`config.mk`:
```
export PLATFORM = sky130hd
export DESIGN_NAME = jfcc_engine
export DESIGN_NICKNAME = d
export VERILOG_FILES = /design/src/design/jfcc_pkg.sv /design/src/design/jfcc_engine.sv
export SDC_FILE = /design/constraint.sdc
export NUM_CORES = 1
export LEC_CHECK = 0
export BUFFER_PORTS_ARGS = -buffer_cell sky130_fd_sc_hd__buf_4
export CAP_MARGIN = 10
export CORE_ASPECT_RATIO = 1.5
export CORE_UTILIZATION = 55
export CTS_CLUSTER_DIAMETER = 60
export DETAILED_ROUTE_END_ITERATION = 8
export PLACE_DENSITY = 0.76
export SYNTH_ARGS = -nofsm -noshare
export SYNTH_HDL_FRONTEND = slang
export SYNTH_SLANG_ARGS = --single-unit
```
`constraint.sdc`:
```
create_clock -name clk -period 4.45 [get_ports clk]
set_input_delay 0 -clock clk [delete_from_list [all_inputs] [get_ports clk]]
set_output_delay 0 -clock clk [all_outputs]
set_load 0.01 [all_outputs]
```
`src/design/jfcc_pkg.sv`:
```
// ----------------------------------------------------------------------------
// jfcc_pkg
// Shared constants, codes and payload types of the JSON frame completeness
// checker.
// ----------------------------------------------------------------------------
package jfcc_pkg;

    localparam int MAX_NEST   = 255;
    localparam int COUNT_BITS = 20;
    localparam int LEN_BITS   = 20;
    localparam int DEPTH_BITS = 8;
    localparam int CMP_BITS   = (COUNT_BITS > LEN_BITS) ? COUNT_BITS : LEN_BITS;

    localparam logic [DEPTH_BITS-1:0] NEST_LIMIT =
        DEPTH_BITS'((MAX_NEST > 255) ? 255 : MAX_NEST);
    localparam logic [COUNT_BITS-1:0] COUNT_MAX = {COUNT_BITS{1'b1}};

    localparam logic [7:0] CH_LBRACE = 8'h7B;
    localparam logic [7:0] CH_RBRACE = 8'h7D;
    localparam logic [7:0] CH_LBRACK = 8'h5B;
    localparam logic [7:0] CH_RBRACK = 8'h5D;
    localparam logic [7:0] CH_QUOTE  = 8'h22;
    localparam logic [7:0] CH_BSLASH = 8'h5C;

    localparam logic                CHECK_BRACKETS_RESET = 1'b1;
    localparam logic [LEN_BITS-1:0] MAX_LENGTH_RESET     = LEN_BITS'(100000);

    typedef enum logic [2:0] {
        ERR_NONE  = 3'd0,
        ERR_FIRST = 3'd1,
        ERR_CLOSE = 3'd2,
        ERR_LONG  = 3'd3,
        ERR_NEST  = 3'd4
    } err_t;

    typedef enum logic {
        REG_CHECK_BRACKETS = 1'b0,
        REG_MAX_LENGTH     = 1'b1
    } reg_index_t;

    typedef struct packed {
        logic [7:0] data_byte;
        logic       restart;
    } item_t;

    typedef struct packed {
        logic                  complete;
        err_t                  error_code;
        logic [DEPTH_BITS-1:0] brace_level;
        logic [DEPTH_BITS-1:0] bracket_level;
        logic                  inside_string;
    } result_t;

    typedef struct packed {
        logic                check_brackets;
        logic [LEN_BITS-1:0] max_length;
    } cfg_t;

endpackage

```
`src/design/jfcc_engine.sv`:
```
// ----------------------------------------------------------------------------
// jfcc_engine
// Message state and the per-byte update of depths, flags, count and error.
// ----------------------------------------------------------------------------
module jfcc_engine
    import jfcc_pkg::*;
(
    input  logic    clk,
    input  logic    rst_n,
    input  cfg_t    cfg,
    input  item_t   item,
    input  logic    advance,
    output result_t result
);

    logic [DEPTH_BITS-1:0] brace_reg,   brace_next;
    logic [DEPTH_BITS-1:0] bracket_reg, bracket_next;
    logic                  string_reg,  string_next;
    logic                  escape_reg,  escape_next;
    err_t                  error_reg,   error_next;
    logic [COUNT_BITS-1:0] count_reg,   count_next;

    logic                  starting;
    logic [DEPTH_BITS-1:0] brace_v;
    logic [DEPTH_BITS-1:0] bracket_v;
    logic                  string_v;
    logic                  escape_v;
    err_t                  error_v;
    err_t                  err;
    logic [COUNT_BITS-1:0] count_v;
    logic                  done;

    always_comb
    begin
        starting  = item.restart || (count_reg == '0);
        brace_v   = starting ? '0 : brace_reg;
        bracket_v = starting ? '0 : bracket_reg;
        string_v  = starting ? 1'b0 : string_reg;
        escape_v  = starting ? 1'b0 : escape_reg;
        error_v   = starting ? ERR_NONE : error_reg;
        count_v   = starting ? '0 : count_reg;
        err       = ERR_NONE;
        done      = 1'b0;

        if (error_v == ERR_NONE)
        begin
            if (count_v != COUNT_MAX)
            begin
                count_v = count_v + 1'b1;
            end

            if (starting && item.data_byte != CH_LBRACE)
            begin
                err = ERR_FIRST;
            end
            else if (escape_v)
            begin
                escape_v = 1'b0;
            end
            else if (item.data_byte == CH_BSLASH)
            begin
                escape_v = 1'b1;
            end
            else if (item.data_byte == CH_QUOTE)
            begin
                string_v = !string_v;
            end
            else if (!string_v)
            begin
                case (item.data_byte)
                    CH_LBRACE:
                    begin
                        if (brace_v >= NEST_LIMIT)
                            err = ERR_NEST;
                        else
                            brace_v = brace_v + 1'b1;
                    end
                    CH_RBRACE:
                    begin
                        if (brace_v == '0)
                            err = ERR_CLOSE;
                        else
                            brace_v = brace_v - 1'b1;
                    end
                    CH_LBRACK:
                    begin
                        if (cfg.check_brackets)
                        begin
                            if (bracket_v >= NEST_LIMIT)
                                err = ERR_NEST;
                            else
                                bracket_v = bracket_v + 1'b1;
                        end
                    end
                    CH_RBRACK:
                    begin
                        if (cfg.check_brackets)
                        begin
                            if (bracket_v == '0)
                                err = ERR_CLOSE;
                            else
                                bracket_v = bracket_v - 1'b1;
                        end
                    end
                    default:
                    begin
                        err = ERR_NONE;
                    end
                endcase
            end

            if (err == ERR_NONE)
            begin
                done = (brace_v == '0) && (bracket_v == '0) && !string_v;
                if (!done && (CMP_BITS'(count_v) > CMP_BITS'(cfg.max_length)))
                begin
                    err = ERR_LONG;
                end
            end
            error_v = err;
        end

        result.complete      = done;
        result.error_code    = error_v;
        result.brace_level   = brace_v;
        result.bracket_level = bracket_v;
        result.inside_string = string_v;

        if (done)
        begin
            brace_next   = '0;
            bracket_next = '0;
            string_next  = 1'b0;
            escape_next  = 1'b0;
            error_next   = ERR_NONE;
            count_next   = '0;
        end
        else
        begin
            brace_next   = brace_v;
            bracket_next = bracket_v;
            string_next  = string_v;
            escape_next  = escape_v;
            error_next   = error_v;
            count_next   = count_v;
        end
    end

    always_ff @(posedge clk or negedge rst_n)
    begin
        if (!rst_n)
        begin
            brace_reg   <= '0;
            bracket_reg <= '0;
            string_reg  <= 1'b0;
            escape_reg  <= 1'b0;
            error_reg   <= ERR_NONE;
            count_reg   <= '0;
        end
        else if (advance)
        begin
            brace_reg   <= brace_next;
            bracket_reg <= bracket_next;
            string_reg  <= string_next;
            escape_reg  <= escape_next;
            error_reg   <= error_next;
            count_reg   <= count_next;
        end
    end

endmodule

```
==> summary.md <==
| Metric | Value |
|---|---|
| Antenna cells | 0 |
| Fin. Hold Viols | 0 |
| HP Start | advance |
| Largest register FFs | 20 |
| Yosys top cell by area | dfrtp_1 |
| Top Layer Used | met4 |
| Fraction of registers with async set/reset | 1.00 |
| Final std cell area, no fill | 6130 µm² |
| Worst EP required | 4.45 ns |
| Proportion of netlist area held by the largest area contributor | 0.208 |
| Die area | 9370 µm² |
| First-pass GRT wire length | 28,600 µm |
| Fraction of layout cells with a size suffix above 1 | 0.246 |
| PD cells | 289 nW/µm² |
| Seq/Total Area, Yosys | 0.208 |
| Max_slew headroom | 0.303 |
| CP Class | flip-flop to primary output |
| VDD IR max | 0.179 mV |
| Max Slew Vio Count | 0 |
| DRT Wirelength | 18,200 µm |
| Core Box Area | 8780 µm² |
| Synth cell count leaders | 76 x nand2_1, 61 x nor2_1, 41 x dfrtp_1, 39 x a21oi_1, 32 x clkbuf_1 |
| Post-Syn Area | 4940 µm² |
| Nets | 812 |
| F_max | 0.232 GHz |
| Peak fanout along the critical path | 8 |
| Outcome | complete, no violations |
| FF-to-FF path depth | 22 |
| Site row count | 42 |
| CP arrival | 4.32 ns |
| GRT Util Overall | 0.396 |
| Met1 wire length | 6470 µm |
| Seq cells post-synth | 41 |
| Final period utilization | 0.970 |
| Final core occ | 0.699 |
| Starting density of the core | 0.563 |
| Largest cells by area after synthesis | dfrtp_1 21%, ha_1 6.3%, nand2_1 5.8%, nor2_1 4.6%, a21oi_1 4.0% |
| Residual DRC | 0 |
| Clock Sinks | 41 |
| Input/output buffers | 53 |
| Most numerous cell in the Yosys netlist | nand2_1 |
| Met2 WL | 9060 µm |
| Number of buffers created by CTS | 5 |
| Syn Inst Count | 672 |
| DR iter-0 viols | 474 |
| Root Buffer | clkbuf_16 |
| Htree depth | 2 |
| Min-Delay Path Depth | 3 |
| Reg-to-reg startpoint | count_reg[13] |
| Hpwl dp | 13,400 µm |
| DIE HEIGHT | 118 µm |
| Insertion delay to the later sink of the worst-skew pair | 0.30 ns |
| Die X | 79.4 µm |
| Largest net degree at the start of global routing | 42 |
| Startpoint types | flip-flop |
| Most used flip-flop cell after synthesis | dfrtp_1 |
| Layout area overhead | 24.2% |
| Initial DRT Pass Iterations | 5 |
| Clk slew on worst S/H paths | 0.06 ns |
| Number of global-route vias before repair | 5,797 |
| Endpoints failing setup | 0 |
| Metal3 WL | 1020 µm |
| Routability cong. | 0.992 |
| Number of synthesized flops with an enable pin | 0 |
| CTS tree | built |
| Ys Warns | 0 |
| Crit path launch | count_reg[13] |
| LEAKAGE | 2.76 nW |
| Final worst path period need | 4.32 ns |
| Yosys cell types | 75 |
| Vias per cell | 6.81 |
| Max-cap violations | 0 |
| Layout Skew | 0.00872 ns |
| Synthesized area per cell | 7.35 µm² |
| Routed length per instance | 21.0 µm |
| Slew @ Worst Pin | 1.04 ns |
| Post-Syn Nets | 730 |
| Gr ovfl total | 0 |
| Critical Path End Type | primary output |
| PnR Total Power | 1.77 mW |
| Placed inst area | 5730 µm² |
| # IOs | 54 |
| Hold WC Path Type | input pin to flip-flop |
| Via count | 5,892 |
| Antenna Nets Post-Route | 0 |
| Clock buffer depth | 2 |
| Initial antenna violation count | 0 |
-- cells in the final DEF, fill, tap and decap left out, types with 5 or more instances in the layout --
cell,count
and3_1,7
o22ai_1,5
o31ai_1,9
o21ai_1,8
a41o_1,5
a21o_1,9
buf_4,126
nor3_1,18
a311oi_1,5
nand2b_1,5
mux2_2,12
o211ai_1,7
dfrtp_1,39
o21ai_0,31
nand3_1,28
a31oi_1,14
nor2_1,60
inv_1,31
a41oi_1,5
a21oi_1,38
clkbuf_16,5
ha_1,24
and2_1,9
xor2_1,8
xnor2_1,11
nand2_1,76
a22o_1,8
nor4_1,7
and4_1,6
nand4_1,22
a211oi_1,7
-- cell families (layout without fill, tap and decap cells) --
logic type | count (synthesis) | after routing | share of synthesized area
flip-flops | 41 | 41 | 0.208
multiplexers | 13 | 13 | 0.0294
buffers and inverters | 85 | 168 | 0.0712
AND/OR/NAND/NOR | 287 | 287 | 0.308
AO/OA/AOI/OAI | 199 | 199 | 0.281
XOR/XNOR | 22 | 22 | 0.0390
adder cells (fa/ha/maj) | 25 | 25 | 0.0634
-- layout make-up --
class	count	area, µm²
tap	110	138
inverter	32	120
fill	755	2650
sequential	41	1030
multi-input combinational	546	3700
clock inverter	2	37.5
clock buffer	6	139
timing repair buffer	128	967
-- path summary, 6_finish.rpt --
| path | slack [ns] | to |
|---|---|---|
| worst max-delay path | 0.13 | result[17] |
| worst min-delay path | 0.19 | bracket_reg[2] |
| worst max register to register | 0.21 | error_reg[0] |
| worst min register to register | 0.58 | error_reg[2] |
| max in group asynchronous | 3.77 | count_reg[0] |
| min in group asynchronous | 0.25 | count_reg[7] |
-- worst max-delay path: stages (launching register included) --
cell and delay [ns]:
dfrtp_1 0.40, nor4_2 0.31, buf_4 0.16, and4_4 0.24, a21oi_4 0.09, nand2_1 0.15, nor3_1 0.08, nor2_1 0.27
nand3_1 0.17, xor2_2 0.17, nor2_1 0.06, ha_1 0.30, nand4_1 0.21, nor4_4 0.35, nor2b_1 0.19, o31ai_1 0.10
a221oi_2 0.37, o21ai_2 0.15, o21ai_1 0.12, buf_4 0.14
-- per-layer routing --
metal	vias up	GRT usage
li1	2682	-
met1	2770	0.428
met2	319	0.667
met3	121	0.0535
met4	0	0.331
met5	-	0
-- where the power goes --
part,switching (mW),internal [mW],leakage [nW]
registers,0.0761,0.407,0.551
logic,0.496,0.349,2.13
clock network,0.163,0.280,0.0831
total,0.735,1.04,2.76
-- repair_timing --
action                                  4_1_cts  5_1_grt
hold buffers                                  1        0
gates resized for setup                       5       26
pin swaps                                     0        8
buffers inserted                              0        9
endpoints found under the hold margin        41        0
endpoints found under the setup margin        2        6
-- through the flow --
stage | setup TNS, ns | hold WS (ns) | cells | setup WS (ns)
after detailed placement | 0 | 0.0333 | 847 | 0.128
after CTS | 0 | 0.121 | 856 | 0.0165
after global placement | 0 | 0.0198 | 847 | 0.238
after global routing | -0.186 | 0.203 | 865 | -0.0974
final | 0 | 0.187 | 865 | 0.134
after floorplan | 0 | -0.296 | 672 | 0.407
Power figures use the tool's default switching activity.
